$ cat config.mk
export PLATFORM = sky130hd
export DESIGN_NAME = quoted_comment_aware_tokenizer_top
export DESIGN_NICKNAME = d
export VERILOG_FILES = /design/src/rtl/qcat_pkg.sv /design/src/rtl/qcat_front.sv /design/src/rtl/qcat_fifo.sv /design/src/rtl/qcat_back.sv /design/src/rtl/quoted_comment_aware_tokenizer_top.sv
export SDC_FILE = /design/constraint.sdc
export NUM_CORES = 1
export LEC_CHECK = 0
export BUFFER_PORTS_ARGS = -buffer_cell sky130_fd_sc_hd__buf_2
export CAP_MARGIN = 10
export CORE_MARGIN = 4
export CORE_UTILIZATION = 55
export CTS_CLUSTER_SIZE = 8
export DETAILED_ROUTE_END_ITERATION = 10
export PLACE_DENSITY_LB_ADDON = 0.12
export SLEW_MARGIN = 20
export SYNTH_ARGS = -nofsm -noshare
export SYNTH_HDL_FRONTEND = slang
export SYNTH_SLANG_ARGS = --single-unit
$ cat constraint.sdc
create_clock -name clk_i -period 4.1 [get_ports clk_i]
set_clock_uncertainty 0.05 [all_clocks]
set_input_delay 0.41 -clock clk_i [delete_from_list [all_inputs] [get_ports clk_i]]
set_output_delay 0.41 -clock clk_i [all_outputs]
set_load 0.1 [all_outputs]
$ cat src/rtl/qcat_pkg.sv
// shared types, codes and byte classes for the quote and comment aware tokenizer
// no dependencies; imported by every module of the block
`default_nettype none

package qcat_pkg;

  // result kinds
  localparam logic [1:0] KIND_BYTE = 2'd0;
  localparam logic [1:0] KIND_END  = 2'd1;
  localparam logic [1:0] KIND_EOL  = 2'd2;

  // result slots of one input byte, in emission order
  localparam int unsigned NumSlots   = 6;
  localparam int unsigned SLOT_SL_B  = 0;  // held slash byte
  localparam int unsigned SLOT_SL_E  = 1;  // end of held slash token
  localparam int unsigned SLOT_CLOSE = 2;  // end of open token
  localparam int unsigned SLOT_EOL   = 3;  // line end
  localparam int unsigned SLOT_BYTE  = 4;  // the input byte itself
  localparam int unsigned SLOT_BEND  = 5;  // end right after the byte

  // characters
  localparam logic [7:0] CH_NL    = 8'h0A;
  localparam logic [7:0] CH_QUOTE = 8'h22;
  localparam logic [7:0] CH_HASH  = 8'h23;
  localparam logic [7:0] CH_SLASH = 8'h2F;
  localparam logic [7:0] CH_UNDER = 8'h5F;
  localparam logic [7:0] CH_DOT   = 8'h2E;

  typedef struct packed {
    logic [NumSlots-1:0] mask;
    logic [7:0]          ch;
  } bundle_t;

  function automatic logic is_word(input logic [7:0] c);
    is_word = (c >= 8'h61 && c <= 8'h7A) || (c >= 8'h41 && c <= 8'h5A) ||
              (c >= 8'h30 && c <= 8'h39) || c == CH_UNDER || c == CH_DOT;
  endfunction

  function automatic logic is_blank(input logic [7:0] c);
    is_blank = c == 8'h20 || c == 8'h09 || c == 8'h0B || c == 8'h0C || c == 8'h0D;
  endfunction

endpackage

`default_nettype wire

$ cat src/rtl/qcat_front.sv
// front end: classifies each byte, keeps the mode bits, builds a result bundle
// depends on qcat_pkg
`default_nettype none

module qcat_front (
  input  logic              clk_i,
  input  logic              rst_ni,
  input  logic              accept_i,
  input  logic [7:0]        ch_i,
  output qcat_pkg::bundle_t bundle_o,
  output logic              bvalid_o
);
  import qcat_pkg::*;

  logic in_quote_q, in_quote_d;
  logic tok_open_q, tok_open_d;
  logic skip_q, skip_d;
  logic slash_q, slash_d;
  logic [NumSlots-1:0] mask;

  always_comb begin
    mask       = '0;
    in_quote_d = in_quote_q;
    tok_open_d = tok_open_q;
    skip_d     = skip_q;
    slash_d    = 1'b0;
    if (slash_q && ch_i == CH_SLASH) begin
      // double slash, drop the line
      skip_d = 1'b1;
    end else begin
      if (slash_q) begin
        mask[SLOT_SL_B] = 1'b1;
        mask[SLOT_SL_E] = 1'b1;
      end
      priority if (ch_i == CH_NL) begin
        mask[SLOT_CLOSE] = tok_open_q;
        mask[SLOT_EOL]   = 1'b1;
        in_quote_d       = 1'b0;
        skip_d           = 1'b0;
        tok_open_d       = 1'b0;
      end else if (skip_q) begin
        // dropped
      end else if (in_quote_q) begin
        mask[SLOT_BYTE] = 1'b1;
        if (ch_i == CH_QUOTE) begin
          mask[SLOT_BEND] = 1'b1;
          in_quote_d      = 1'b0;
          tok_open_d      = 1'b0;
        end
      end else if (ch_i == CH_QUOTE) begin
        mask[SLOT_CLOSE] = tok_open_q;
        mask[SLOT_BYTE]  = 1'b1;
        tok_open_d       = 1'b1;
        in_quote_d       = 1'b1;
      end else if (ch_i == CH_HASH) begin
        mask[SLOT_CLOSE] = tok_open_q;
        tok_open_d       = 1'b0;
        skip_d           = 1'b1;
      end else if (ch_i == CH_SLASH) begin
        mask[SLOT_CLOSE] = tok_open_q;
        tok_open_d       = 1'b0;
        slash_d          = 1'b1;
      end else if (is_blank(ch_i)) begin
        mask[SLOT_CLOSE] = tok_open_q;
        tok_open_d       = 1'b0;
      end else if (is_word(ch_i)) begin
        mask[SLOT_BYTE] = 1'b1;
        tok_open_d      = 1'b1;
      end else begin
        mask[SLOT_CLOSE] = tok_open_q;
        mask[SLOT_BYTE]  = 1'b1;
        mask[SLOT_BEND]  = 1'b1;
        tok_open_d       = 1'b0;
      end
    end
  end

  always_ff @(posedge clk_i or negedge rst_ni) begin
    if (!rst_ni) begin
      in_quote_q <= 1'b0;
      tok_open_q <= 1'b0;
      skip_q     <= 1'b0;
      slash_q    <= 1'b0;
    end else if (accept_i) begin
      in_quote_q <= in_quote_d;
      tok_open_q <= tok_open_d;
      skip_q     <= skip_d;
      slash_q    <= slash_d;
    end
  end

  assign bundle_o.mask = mask;
  assign bundle_o.ch   = ch_i;
  assign bvalid_o      = accept_i && (mask != '0);

  // a held slash always follows a closed token outside any string
  assert property (@(posedge clk_i) disable iff (!rst_ni)
    slash_q |-> (!tok_open_q && !in_quote_q))
    else $error("slash held with open token or string");

  // a string is always an open token
  assert property (@(posedge clk_i) disable iff (!rst_ni)
    in_quote_q |-> tok_open_q)
    else $error("string mode without open token");

endmodule

`default_nettype wire

$ cat src/rtl/qcat_fifo.sv
// short bundle queue between front and back end
// depends on qcat_pkg
`default_nettype none

module qcat_fifo #(
  parameter int unsigned Depth = 4
) (
  input  logic              clk_i,
  input  logic              rst_ni,
  input  logic              push_i,
  input  qcat_pkg::bundle_t wdata_i,
  output logic              full_o,
  input  logic              pop_i,
  output qcat_pkg::bundle_t rdata_o,
  output logic              nempty_o
);
  import qcat_pkg::*;

  localparam int unsigned AW = (Depth > 1) ? $clog2(Depth) : 1;
  localparam int unsigned CW = $clog2(Depth + 1);
  localparam logic [AW-1:0] LastIdx = AW'(Depth - 1);
  localparam logic [CW-1:0] Full    = CW'(Depth);

  bundle_t       mem_q [Depth];
  logic [AW-1:0] wr_ptr_q, rd_ptr_q;
  logic [CW-1:0] cnt_q;
  logic          do_push, do_pop;

  assign full_o   = (cnt_q == Full);
  assign nempty_o = (cnt_q != '0);
  assign rdata_o  = mem_q[rd_ptr_q];
  assign do_push  = push_i && !full_o;
  assign do_pop   = pop_i && nempty_o;

  always_ff @(posedge clk_i) begin
    if (do_push) begin
      mem_q[wr_ptr_q] <= wdata_i;
    end
  end

  always_ff @(posedge clk_i or negedge rst_ni) begin
    if (!rst_ni) begin
      wr_ptr_q <= '0;
      rd_ptr_q <= '0;
      cnt_q    <= '0;
    end else begin
      if (do_push) begin
        wr_ptr_q <= (wr_ptr_q == LastIdx) ? '0 : wr_ptr_q + AW'(1);
      end
      if (do_pop) begin
        rd_ptr_q <= (rd_ptr_q == LastIdx) ? '0 : rd_ptr_q + AW'(1);
      end
      if (do_push && !do_pop) begin
        cnt_q <= cnt_q + CW'(1);
      end else if (do_pop && !do_push) begin
        cnt_q <= cnt_q - CW'(1);
      end
    end
  end

  // a bundle offered while full would be lost
  assert property (@(posedge clk_i) disable iff (!rst_ni)
    !(push_i && full_o))
    else $error("bundle pushed into full queue");

endmodule

`default_nettype wire

$ cat src/rtl/qcat_back.sv
// back end: walks the slots of each bundle and drives the result register
// depends on qcat_pkg
`default_nettype none

module qcat_back (
  input  logic              clk_i,
  input  logic              rst_ni,
  input  qcat_pkg::bundle_t head_i,
  input  logic              head_valid_i,
  output logic              head_pop_o,
  output logic              empty_o,
  input  logic              pop_i,
  output logic [1:0]        kind_o,
  output logic [7:0]        tok_byte_o,
  output logic              last_o
);
  import qcat_pkg::*;

  logic [NumSlots-1:0] work_mask_q, work_mask_d;
  logic [7:0]          work_ch_q, work_ch_d;
  logic [NumSlots-1:0] sel, rem;
  logic                take, emit, load;
  logic                out_valid_q, out_valid_d;
  logic [1:0]          kind_q, kind_d;
  logic [7:0]          byte_q, byte_d;
  logic                last_q, last_d;

  assign take = !out_valid_q || pop_i;
  assign emit = take && (work_mask_q != '0);
  assign sel  = work_mask_q & (~work_mask_q + NumSlots'(1));
  assign rem  = work_mask_q & ~sel;
  assign load = head_valid_i && ((work_mask_q == '0) || (emit && rem == '0));

  always_comb begin
    work_mask_d = work_mask_q;
    work_ch_d   = work_ch_q;
    if (load) begin
      work_mask_d = head_i.mask;
      work_ch_d   = head_i.ch;
    end else if (emit) begin
      work_mask_d = rem;
    end
  end

  always_comb begin
    kind_d = KIND_END;
    byte_d = 8'h00;
    if (sel[SLOT_SL_B]) begin
      kind_d = KIND_BYTE;
      byte_d = CH_SLASH;
    end else if (sel[SLOT_EOL]) begin
      kind_d = KIND_EOL;
    end else if (sel[SLOT_BYTE]) begin
      kind_d = KIND_BYTE;
      byte_d = work_ch_q;
    end
    last_d      = (rem == '0);
    out_valid_d = emit ? 1'b1 : (take ? 1'b0 : out_valid_q);
  end

  always_ff @(posedge clk_i or negedge rst_ni) begin
    if (!rst_ni) begin
      work_mask_q <= '0;
      out_valid_q <= 1'b0;
    end else begin
      work_mask_q <= work_mask_d;
      out_valid_q <= out_valid_d;
    end
  end

  always_ff @(posedge clk_i) begin
    work_ch_q <= work_ch_d;
    if (emit) begin
      kind_q <= kind_d;
      byte_q <= byte_d;
      last_q <= last_d;
    end
  end

  assign head_pop_o = load;
  assign empty_o    = !out_valid_q;
  assign kind_o     = kind_q;
  assign tok_byte_o = byte_q;
  assign last_o     = last_q;

  // a line end and a token byte never come from the same input byte
  assert property (@(posedge clk_i) disable iff (!rst_ni)
    !(work_mask_q[SLOT_EOL] && work_mask_q[SLOT_BYTE]))
    else $error("line end and byte in one bundle");

  // a byte result that ends a bundle cannot be a held slash
  assert property (@(posedge clk_i) disable iff (!rst_ni)
    emit && sel[SLOT_SL_B] |=> !last_q)
    else $error("held slash marked as final result");

endmodule

`default_nettype wire

$ cat src/rtl/quoted_comment_aware_tokenizer_top.sv
// top level of the quote and comment aware tokenizer
// depends on qcat_pkg, qcat_front, qcat_fifo, qcat_back
//
//   channel   direction  handshake                 payload
//   input     in         push / full               ch_i[7:0]
//   result    out        pop / empty               kind_o[1:0], tok_byte_o[7:0], last_o
//
// one text byte can be taken on every clock edge while the bundle queue has room
// each byte gives 0 to 4 results, sent one per cycle from the result register on pop
// a result reaches the ports through the queue entry written at the transfer edge,
// the slot register and then the result register
// a stalled result side fills the queue and raises full; the front keeps its modes
// reset (rst_ni low) clears all modes and the queue and empties the result register
`default_nettype none

module quoted_comment_aware_tokenizer_top #(
  parameter int unsigned FifoDepth = 4
) (
  input  logic       clk_i,
  input  logic       rst_ni,
  input  logic       push,
  output logic       full,
  input  logic [7:0] ch_i,
  output logic       empty,
  input  logic       pop,
  output logic [1:0] kind_o,
  output logic [7:0] tok_byte_o,
  output logic       last_o
);
  import qcat_pkg::*;

  bundle_t front_bundle, head_bundle;
  logic    front_bvalid, head_valid, head_pop;
  logic    q_full, accept;

  // a byte transfer happens whenever push is high and the queue can take a full bundle
  assign accept = push && !q_full;
  assign full   = q_full;

  qcat_front u_front (
    .clk_i    (clk_i),
    .rst_ni   (rst_ni),
    .accept_i (accept),
    .ch_i     (ch_i),
    .bundle_o (front_bundle),
    .bvalid_o (front_bvalid)
  );

  // bytes that give no result leave nothing in the queue
  qcat_fifo #(
    .Depth (FifoDepth)
  ) u_fifo (
    .clk_i    (clk_i),
    .rst_ni   (rst_ni),
    .push_i   (front_bvalid),
    .wdata_i  (front_bundle),
    .full_o   (q_full),
    .pop_i    (head_pop),
    .rdata_o  (head_bundle),
    .nempty_o (head_valid)
  );

  // slot walk and result register, one result transfer per cycle while the reader pops
  qcat_back u_back (
    .clk_i        (clk_i),
    .rst_ni       (rst_ni),
    .head_i       (head_bundle),
    .head_valid_i (head_valid),
    .head_pop_o   (head_pop),
    .empty_o      (empty),
    .pop_i        (pop),
    .kind_o       (kind_o),
    .tok_byte_o   (tok_byte_o),
    .last_o       (last_o)
  );

endmodule

`default_nettype wire
==> flow_metrics.py, run 1 <==
metrics = {
    "status": {
        "status": "finished, final reports clean",
    },
    "clocking": {
        "clk_pin_slew_ns": 0.09,
        "cts_num_sinks": 89,
        "cts.path.max_buffers": 2,
        "cts_buffers": 9,
        "clkLatencyLatePin_ns": 0.35,
        "post_cts_buffers": 0,
        "cts_tree": "built",
        "cts-root-buf": "clkbuf_8",
        "cts_max_level": 3,
        "postCtsResizedCells": 0,
    },
    "routing": {
        "dr.pass1.iters": 4,
        "drt_iter0_markers": 100,
        "drc": 0,
        "routed_wl_mm": 6.37,
        "wl_per_cell_um": 16.3,
        "vias": 2196,
        "ant_nets": 0,
        "via_per_inst": 5.60,
    },
    "timing": {
        "fin_crit_sh_pct": 76.5,
        "fmax_mhz": 319,
        "max_slew.worst_pin.slew_ns": 0.909,
        "final_hold_viol_count": 0,
        "period_minus_slack_ns": 3.14,
        "layout_setup_ws_ns": 0.963,
        "rsz0062_at_grt": "no",
        "fin_tns_setup_ns": 0,
        "setup_viol": 0,
        "slew_viol_final": 0,
        "relSlewSlack_pct": 39.4,
    },
    "global_route": {
        "grt_overflow_total": 0,
        "grt_pass1_wl_mm": 10.6,
        "grt_max_degree": 19,
        "grt_util_all_layers_pct": 16.5,
        "first_global_vias": 2096,
        "antenna_found_initial": 0,
    },
    "power_and_ir_drop": {
        "seqPwrFrac_pct": 46.3,
        "ir_drop_mv": 0.276,
        "clkPwrFrac_pct": 16.5,
        "combPwrFrac_pct": 37.2,
        "powerDensity_nw_per_um2": 754,
        "leakage_uw": 0.00164,
        "p_switching_uw": 1280,
        "internal_power_uw": 1940,
        "switching_share_pct": 39.7,
    },
    "placement": {
        "dp_slack_ns": 0.722,
        "gp_congestion": 0.858,
        "dp_hpwl_mm": 4.38,
        "io_buffers": 24,
    },
    "logic_synthesis": {
        "asyncSetResetFlopFracSynth_pct": 20.2,
        "synthFlopType": "edfxtp_1",
        "avgSynthCellArea_um2": 14.6,
        "syn_inst": 268,
        "syn_nets": 287,
        "synth_warnings": 0,
        "synth-edff-count": 71,
        "synth_area_um2": 3900,
        "yosysUniqueCellTypes": 54,
        "ys_seq_elements": 89,
        "synth-seq-area-share_pct": 66.2,
    },
    "worst_setup_path": {
        "worst-path-buf-inv": 1,
        "end_kind": "flop",
        "critPathKind": "reg2reg",
        "rrSetupSlack_ns": 0.96,
        "startpoint_type": "flop",
        "worstPathCellList": "or4_1, or3_1, a211o_1, ha_1, inv_1, fa_1, mux2_2",
        "crit_cells": 7,
        "path_max_fanout": 13,
        "crit_family": "simple AND/OR/NAND/NOR gates",
        "slowest_delay_ns": 0.66,
        "crit_slowest_cell": "or4_1",
        "worstPathRequired_ns": 4.30,
        "arrival_ns": 3.33,
        "reg2reg_depth": 7,
    },
    "min_path": {
        "min_path_type": "in2reg",
        "min_path_cells": 1,
    },
    "layout": {
        "final_common_cell": "edfxtp_1",
        "fillCellCount": 542,
        "n_antenna_cell": 0,
        "drive_gt1_share_pct": 20.3,
        "nets": 310,
        "final_cell_mix": "71 x edfxtp_1, 24 x buf_2, 18 x dfrtp_1",
        "area_delta_synth_final_pct": 9.42,
    },
    "floorplan": {
        "fp.dieW_um": 92.2,
        "pin_count": 25,
        "core.rowCount": 30,
        "initial_utilization_pct": 57.1,
        "die_area_um2": 8510,
        "core_area_um2": 6830,
        "die_h_um": 92.2,
    },
    "run": {
        "drv_cap": 0,
    },
}
## cells in the mapped netlist, types with 7 or more instances
master | n | area share (%)
nor3_1 | 9 | 1.2
mux4_2 | 12 | 6.9
edfxtp_1 | 71 | 55
a21oi_1 | 8 | 1.0
and2_1 | 11 | 1.8
inv_1 | 11 | 1.1
nand2_1 | 10 | 0.96
nor2_1 | 14 | 1.3
o21ai_0 | 16 | 2.1
dfrtp_1 | 18 | 12
clkbuf_1 | 10 | 0.96
a21o_1 | 7 | 1.3
## layout make-up
| class | instances | area [µm²] | area share [%] |
|---|---|---|---|
| clock inverters | 5 | 40.0 | 0.937 |
| flip-flops and latches | 89 | 2580 | 60.5 |
| well taps | 96 | 120 | 2.81 |
| clock buffers | 11 | 131 | 3.08 |
| inverters | 11 | 41.3 | 0.967 |
| repair buffers | 25 | 130 | 3.05 |
| multi-input cells | 155 | 1230 | 28.7 |
## registers in the layout, indices dropped and copies added (netlist names), 2 cells and up
signal and cells:
u_fifo.mem_q 52, u_back.tok_byte_o 8, u_fifo.wr_ptr_q 2, u_back.work_ch_q 8, u_back.work_mask_q 6, u_back.kind_o 2, u_fifo.cnt_q 3, u_fifo.rd_ptr_q 2
## per-layer routing
layer	up-vias	track usage, %	part of all wire [%]
li1	1069	-	-
met1	1066	22.6	47
met2	53	26.1	47
met3	8	3.53	4.5
met4	0	6.31	1.4
met5	-	0	0
## what timing repair did
action                                 CTS  global route
endpoints found under the hold margin   18             0
hold buffers                             1             0
setup endpoints to repair                0             0
## cell families after synthesis
logic type               after synthesis  share of synthesized area, %
XOR/XNOR                               4                         0.898
AND/OR/NAND/NOR                       74                          10.4
flip-flops                            89                          66.2
AO/OA/AOI/OAI                         52                          8.78
multiplexers                          17                          8.53
buffers and inverters                 24                          2.56
adder cells (fa/ha/maj)                8                          2.69
## path summary, 6_finish.rpt
| path | startpoint | end |
|---|---|---|
| setup / recovery | u_back.work_mask_q[0]$_DFFE_PN0P_ | u_fifo.cnt_q[1]$_DFFE_PN0P_ |
| hold / removal | ch_i[7] | u_fifo.mem_q[3][7]$_DFFE_PP_ |
| setup reg to reg | u_back.work_mask_q[0]$_DFFE_PN0P_ | u_fifo.cnt_q[1]$_DFFE_PN0P_ |
| hold reg to reg | u_fifo.cnt_q[2]$_DFFE_PN0P_ | u_fifo.cnt_q[2]$_DFFE_PN0P_ |
| max in group asynchronous | rst_ni | u_front.skip_q$_DFFE_PN0P_ |
| min in group asynchronous | rst_ni | u_back.work_mask_q[2]$_DFFE_PN0P_ |
## power by group through the flow
stage / Sequential, µW / Clock, µW / Combinational [µW]
after floorplan: 1760 / 0 / 748
after global placement: 1510 / 0 / 1200
after detailed placement: 1520 / 0 / 1210
after CTS: 1500 / 541 / 1220
after global routing: 1530 / 588 / 1310
final: 1490 / 531 / 1200
## through the flow
stage	utilization, %	hold slack (ns)	total power [µW]	std cells	instance area [µm²]
after floorplan	-	0.0644	2510	268	3910
after global placement	59.9	0.321	2710	375	4090
after detailed placement	59.9	0.321	2730	375	4090
after CTS	62.5	0.265	3260	392	4270
after global routing	62.5	0.266	3430	392	4270
final	62.5	0.282	3220	392	4270
Power figures use the tool's default switching activity.
==> run 2, diff against run 1 <==
- CORE_UTILIZATION: 55 -> 54
- clock period: 4.1 -> 2.85 ns (I/O delays scaled with it)
==> run 2 against run 1 <==
  * Sequential power grew 40%
  * Final area grew 3.6%
  * Utilization rose by 1.5 points
  * Hold slack lost 0.099 ns
  * Sequential share of layout area is 2.1 points lower
  * Die area up 1.7%
  * Clock power grew 55%
  * First-iteration DRC count rose by 42%
  * Wire length increased by 5.3%
  * Critical endpoint unchanged
  * Critical path depth stayed put
==> flow_metrics.py, run 2 (same netlist as run 1, synthesis figures left out) <==
metrics = {
    "min_path": {
        "min_path_cells": 1,
        "min_path_type": "in2reg",
    },
    "layout": {
        "fin_cells": 408,
        "n_antenna_cell": 0,
        "area_delta_synth_final_pct": 13.3,
        "final_common_cell": "edfxtp_1",
        "drive_gt1_share_pct": 25.6,
        "regMostFlops": "u_fifo.mem_q",
        "largest_register_ffs": 52,
        "nets": 326,
        "final_cell_mix": "71 x edfxtp_1, 24 x buf_2, 18 x dfrtp_1",
    },
    "power_and_ir_drop": {
        "switching_share_pct": 40.0,
        "internal_power_uw": 2880,
        "leakage_uw": 0.00172,
        "clkPwrFrac_pct": 17.1,
        "powerDensity_nw_per_um2": 1080,
        "p_switching_uw": 1920,
        "ir_drop_mv": 0.502,
        "combPwrFrac_pct": 39.3,
        "seqPwrFrac_pct": 43.6,
    },
    "global_route": {
        "grt_pass1_wl_mm": 10.8,
        "grt_util_all_layers_pct": 16.6,
        "antenna_found_initial": 0,
        "first_global_vias": 2143,
        "grt_max_degree": 19,
        "grt_overflow_total": 0,
    },
    "worst_setup_path": {
        "crit_family": "simple AND/OR/NAND/NOR gates",
        "slowest_delay_ns": 0.52,
        "worstPathCellList": "or4_1, or3_1, a211o_1, ha_1, inv_1, fa_1, mux2_2",
        "rrSetupSlack_ns": 0.11,
        "reg2reg_depth": 7,
        "reg2reg_to": "u_fifo.cnt_q[1]$_DFFE_PN0P_",
        "worstPathRequired_ns": 3.04,
        "r2r_start": "u_back.work_mask_q[5]$_DFFE_PN0P_",
        "worst-path-buf-inv": 1,
        "startpoint_type": "flop",
        "arrival_ns": 2.92,
        "endpoint": "u_fifo.cnt_q[1]$_DFFE_PN0P_",
        "path_max_fanout": 4,
        "crit_slowest_cell": "or4_1",
        "critPathLaunch": "u_back.work_mask_q[5]$_DFFE_PN0P_",
        "crit_cells": 7,
        "critPathKind": "reg2reg",
        "end_kind": "flop",
    },
    "routing": {
        "dr.pass1.iters": 4,
        "drt_iter0_markers": 142,
        "ant_nets": 0,
        "routed_wl_mm": 6.71,
        "via_per_inst": 5.61,
        "vias": 2288,
        "drc": 0,
        "wl_per_cell_um": 16.4,
    },
    "floorplan": {
        "die_area_um2": 8650,
        "die_h_um": 93.0,
        "initial_utilization_pct": 56.5,
        "core.rowCount": 30,
        "fp.dieW_um": 93.0,
        "pin_count": 25,
        "core_area_um2": 6910,
    },
    "clocking": {
        "cts_buffers": 9,
        "cts_max_level": 3,
        "clkLatencyLatePin_ns": 0.34,
        "cts_tree": "built",
        "cts.path.max_buffers": 2,
        "postCtsResizedCells": 0,
        "clk_pin_slew_ns": 0.10,
        "cts-root-buf": "clkbuf_8",
        "cts_num_sinks": 89,
    },
    "timing": {
        "layout_setup_ws_ns": 0.113,
        "slew_viol_final": 0,
        "fin_crit_sh_pct": 96.1,
        "fin_tns_setup_ns": 0,
        "fmax_mhz": 365,
        "relSlewSlack_pct": 47.4,
        "setup_viol": 0,
        "period_minus_slack_ns": 2.74,
        "rsz0062_at_grt": "no",
        "max_slew.worst_pin.slew_ns": 0.786,
        "holdWs_ns": 0.183,
        "final_hold_viol_count": 0,
    },
    "placement": {
        "dp_hpwl_mm": 4.66,
        "dpl.cell_count": 391,
        "io_buffers": 24,
        "gp_congestion": 0.869,
        "dp_slack_ns": 0.0162,
    },
    "status": {
        "status": "finished, final reports clean",
    },
    "run": {
        "drv_cap": 0,
    },
}
## run 2: changes by cell type in the layout (fill, tap and decap cells not counted)
cell and delta:
nor3b_4 +1, clkinv_4 -1, clkinvlp_4 +2, clkbuf_1 -2
nor2b_2 +1, nor2b_1 -1, buf_4 +16, clkinv_2 -1
nor3b_2 -1, inv_8 +3, inv_1 -1
## run 2: through the flow
stage               area (µm²)  util, %  total power, µW
finish                    4420     64.1             4790
global route              4420     64.1             5090
CTS                       4420     64.1             4840
detailed placement        4220     61.1             4020
global placement          4220     61.1             3990
floorplan                 3920        -             3630
## run 2: final cells by class
| cell class | count | area, µm² |
|---|---|---|
| clock inverter | 7 | 67.6 |
| clock buffer | 9 | 124 |
| fill | 542 | 2480 |
| timing repair buffer | 41 | 250 |
| multi-input combinational | 155 | 1230 |
| inverter | 11 | 45.0 |
| sequential | 89 | 2580 |
| tap | 96 | 120 |
## run 2: worst min-delay path by stage
stage,to,slack [ns],start
floorplan,u_back.out_valid_q$_DFFE_PN0P_,-0.06,rst_ni
global placement,u_back.out_valid_q$_DFFE_PN0P_,0.22,rst_ni
detailed placement,u_back.work_mask_q[2]$_DFFE_PN0P_,0.21,rst_ni
CTS,u_fifo.mem_q[1][6]$_DFFE_PP_,0.17,ch_i[6]
global route,u_fifo.mem_q[1][6]$_DFFE_PP_,0.17,ch_i[6]
finish,u_fifo.mem_q[1][6]$_DFFE_PP_,0.18,ch_i[6]
## run 2: power groups by stage
stage	Clock [µW]	Sequential (µW)	Combinational [µW]
final	822	2090	1880
after detailed placement	0	2120	1900
after global placement	0	2110	1880
after global routing	921	2120	2050
after CTS	841	2090	1910
after floorplan	0	2540	1080
## run 2: layer usage
layer / vias up / part of all wire (%) / track usage (%)
met5: - / 0 / 0
met4: 0 / 0.66 / 4.52
met3: 4 / 4.5 / 4.10
met2: 60 / 47 / 25.5
met1: 1119 / 47 / 23.7
li1: 1105 / - / -
## run 2: what timing repair did
| action | in CTS | in global routing |
|---|---|---|
| hold buffers | 1 | 0 |
| hold endpoints to repair | 18 | 0 |
| setup buffers | 0 | 0 |
==> run 3, diff against run 2 <==
- ABC_AREA: unset -> 1
==> run 3 against run 2 <==
  * Clock power is 14% higher
  * Register-to-register slack better by 0.21 ns
  * Area after synthesis grew 1.5%
  * Die area grew 1.4%
  * Setup slack improved by 0.21 ns
  * Via count rose by 15%
  * First-iteration DRC count rose by 2.8%
  * Power is 2.1% lower
  * Combinational power decreased by 7%
  * Highest routed layer unchanged
  * Hold slack got worse by 0.035 ns
  * Critical endpoint is now u_fifo.cnt_q[2]$_DFFE_PN0P_
==> flow_metrics.py, run 3 <==
metrics = {
    "global_route": {
        "grt_max_degree": 19,
        "first_global_vias": 2546,
        "grt_util_all_layers_pct": 17.7,
        "antenna_found_initial": 0,
        "grt_overflow_total": 0,
        "grt_pass1_wl_mm": 11.8,
    },
    "logic_synthesis": {
        "synth_area_um2": 3960,
        "syn_nets": 391,
        "ys_seq_elements": 89,
        "synth-seq-area-share_pct": 65.2,
        "synth-edff-count": 71,
        "synth.area.top_cells": "edfxtp_1 54%, dfrtp_1 11%, nor2_1 6.1%",
        "yosys-top-cells-count": "71 x edfxtp_1, 64 x nor2_1, 59 x nand2_1",
        "synthFlopType": "edfxtp_1",
        "post-synth-top-count-cell": "edfxtp_1",
        "yosysUniqueCellTypes": 36,
        "yosys.area.top_type_share_pct": 53.8,
        "post-synth-top-area-cell": "edfxtp_1",
        "syn_inst": 372,
        "asyncSetResetFlopFracSynth_pct": 20.2,
        "avgSynthCellArea_um2": 10.7,
        "synth_warnings": 0,
    },
    "floorplan": {
        "core.rowCount": 30,
        "die_h_um": 93.7,
        "pin_count": 25,
        "initial_utilization_pct": 57.1,
        "fp.dieW_um": 93.7,
        "core_area_um2": 6940,
        "die_area_um2": 8780,
    },
    "layout": {
        "fin_cells": 508,
        "stdcell_area_um2": 4440,
        "final_cell_mix": "71 x edfxtp_1, 64 x nor2_1, 59 x nand2_1",
        "area_delta_synth_final_pct": 12.1,
        "largest_register_ffs": 52,
        "regMostFlops": "u_fifo.mem_q",
        "final_common_cell": "edfxtp_1",
        "drive_gt1_share_pct": 16.7,
        "n_antenna_cell": 0,
        "nets": 426,
    },
    "placement": {
        "place_area_um2": 4210,
        "gp_congestion": 0.869,
        "dp_hpwl_mm": 4.94,
        "dpl.cell_count": 491,
        "io_buffers": 24,
        "dp_slack_ns": 0.162,
    },
    "timing": {
        "setup_viol": 0,
        "period_minus_slack_ns": 2.53,
        "fin_crit_sh_pct": 88.8,
        "fmax_mhz": 395,
        "holdWs_ns": 0.147,
        "relSlewSlack_pct": 67.7,
        "fin_tns_setup_ns": 0,
        "slew_viol_final": 0,
        "final_hold_viol_count": 0,
        "layout_setup_ws_ns": 0.318,
        "rsz0062_at_grt": "no",
        "max_slew.worst_pin.slew_ns": 0.485,
    },
    "power_and_ir_drop": {
        "internal_power_uw": 2770,
        "ir_drop_mv": 0.387,
        "switching_share_pct": 41.0,
        "seqPwrFrac_pct": 42.9,
        "p_switching_uw": 1920,
        "clkPwrFrac_pct": 20.0,
        "leakage_uw": 0.00187,
        "powerDensity_nw_per_um2": 1060,
        "combPwrFrac_pct": 37.2,
    },
    "routing": {
        "dr.pass1.iters": 4,
        "wl_per_cell_um": 14.1,
        "drt_iter0_markers": 146,
        "ant_nets": 0,
        "via_per_inst": 5.18,
        "drc": 0,
        "vias": 2633,
        "routed_wl_mm": 7.17,
    },
    "clocking": {
        "cts_tree": "built",
        "clkLatencyLatePin_ns": 0.35,
        "cts_buffers": 9,
        "cts_max_level": 3,
        "cts.path.max_buffers": 2,
        "postCtsResizedCells": 0,
        "cts_num_sinks": 89,
        "cts-root-buf": "clkbuf_8",
        "clk_pin_slew_ns": 0.08,
    },
    "run": {
        "drv_cap": 0,
    },
    "min_path": {
        "min_path_type": "in2reg",
    },
    "worst_setup_path": {
        "path_max_fanout": 3,
        "startpoint_type": "flop",
        "critPathKind": "reg2reg",
        "end_kind": "flop",
        "worstPathRequired_ns": 3.04,
        "arrival_ns": 2.72,
    },
    "status": {
        "status": "finished, final reports clean",
    },
}
==> run 3: cell types whose count changed in the layout (fill, tap and decap cells not counted), sizes merged, moves of 11 or more <==
cell,before,now
and2,12,0
inv,15,47
mux4,12,0
nand2,10,67
nor2,14,69
o21ai,16,34
o22ai,2,13
==> run 3: layer usage <==
metal,GRT usage (%),up-vias,share of wire [%]
met4,7.46,0,1.0
met5,0,-,0
met2,30.0,54,50
met1,22.4,1251,45
li1,-,1319,-
met3,3.13,9,4.4
==> run 3: cell families after synthesis <==
kind of cell	count (synthesis)	share of synthesized area, %
simple gates	152	16.2
flops	89	65.2
compound gates	65	9.79
buf+inv	56	5.71
fa+ha+maj	7	2.40
xor+xnor	2	0.442
mux	1	0.284
==> run 3: final timing paths <==
path / from / end / slack (ns) / cells past startpoint
worst min-delay path: ch_i[4] / u_fifo.mem_q[1][4]$_DFFE_PP_ / 0.15 / 1
max in group asynchronous: rst_ni / u_fifo.wr_ptr_q[0]$_DFFE_PN0P_ / 2.06 / 2
worst max-delay path: u_fifo.cnt_q[0]$_DFFE_PN0P_ / u_fifo.cnt_q[2]$_DFFE_PN0P_ / 0.32 / 12
worst max register to register: u_fifo.cnt_q[0]$_DFFE_PN0P_ / u_fifo.cnt_q[2]$_DFFE_PN0P_ / 0.32 / 12
min in group asynchronous: rst_ni / u_back.work_mask_q[3]$_DFFE_PN0P_ / 0.36 / 2
worst min register to register: u_fifo.cnt_q[0]$_DFFE_PN0P_ / u_fifo.cnt_q[0]$_DFFE_PN0P_ / 0.48 / 1
==> run 3: what timing repair did <==
action                                 CTS  global route
buffers inserted                         0             0
hold buffers                             1             0
endpoints found under the hold margin   18             0
==> run 3: power by group through the flow <==
stage / clock network (µW) / logic [µW] / registers (µW)
final: 938 / 1740 / 2010
after global routing: 1000 / 1930 / 2050
after CTS: 948 / 1760 / 2010
after detailed placement: 0 / 1740 / 2040
after global placement: 0 / 1710 / 2030
after floorplan: 0 / 954 / 2450
==> run 3: critical path: stages (launching register included) <==
cell     delay, ns
dfrtp_1       0.42
or2_2         0.32
nor2_1        0.22
nor2_1        0.12
inv_2         0.06
nand2_2       0.05
inv_1         0.08
ha_1          0.15
inv_1         0.07
fa_1          0.44
a21oi_1       0.15
o21ai_0       0.11
xor2_1        0.15
==> run 3: layout make-up <==
type                            instances  area [µm²]
Sequential cell                        89        2580
Fill cell                             530        2500
Multi-Input combinational cell        227        1150
Timing Repair Buffer                   33         190
Inverter                               47         176
Clock buffer                            9         124
Tap cell                               96         120
Clock inverter                          7        93.8
==> run 3: through the flow <==
step	util (%)	power, µW
finish	64.0	4690
global route	64.0	4980
CTS	64.0	4720
detailed placement	60.7	3780
global placement	60.7	3750
floorplan	-	3400
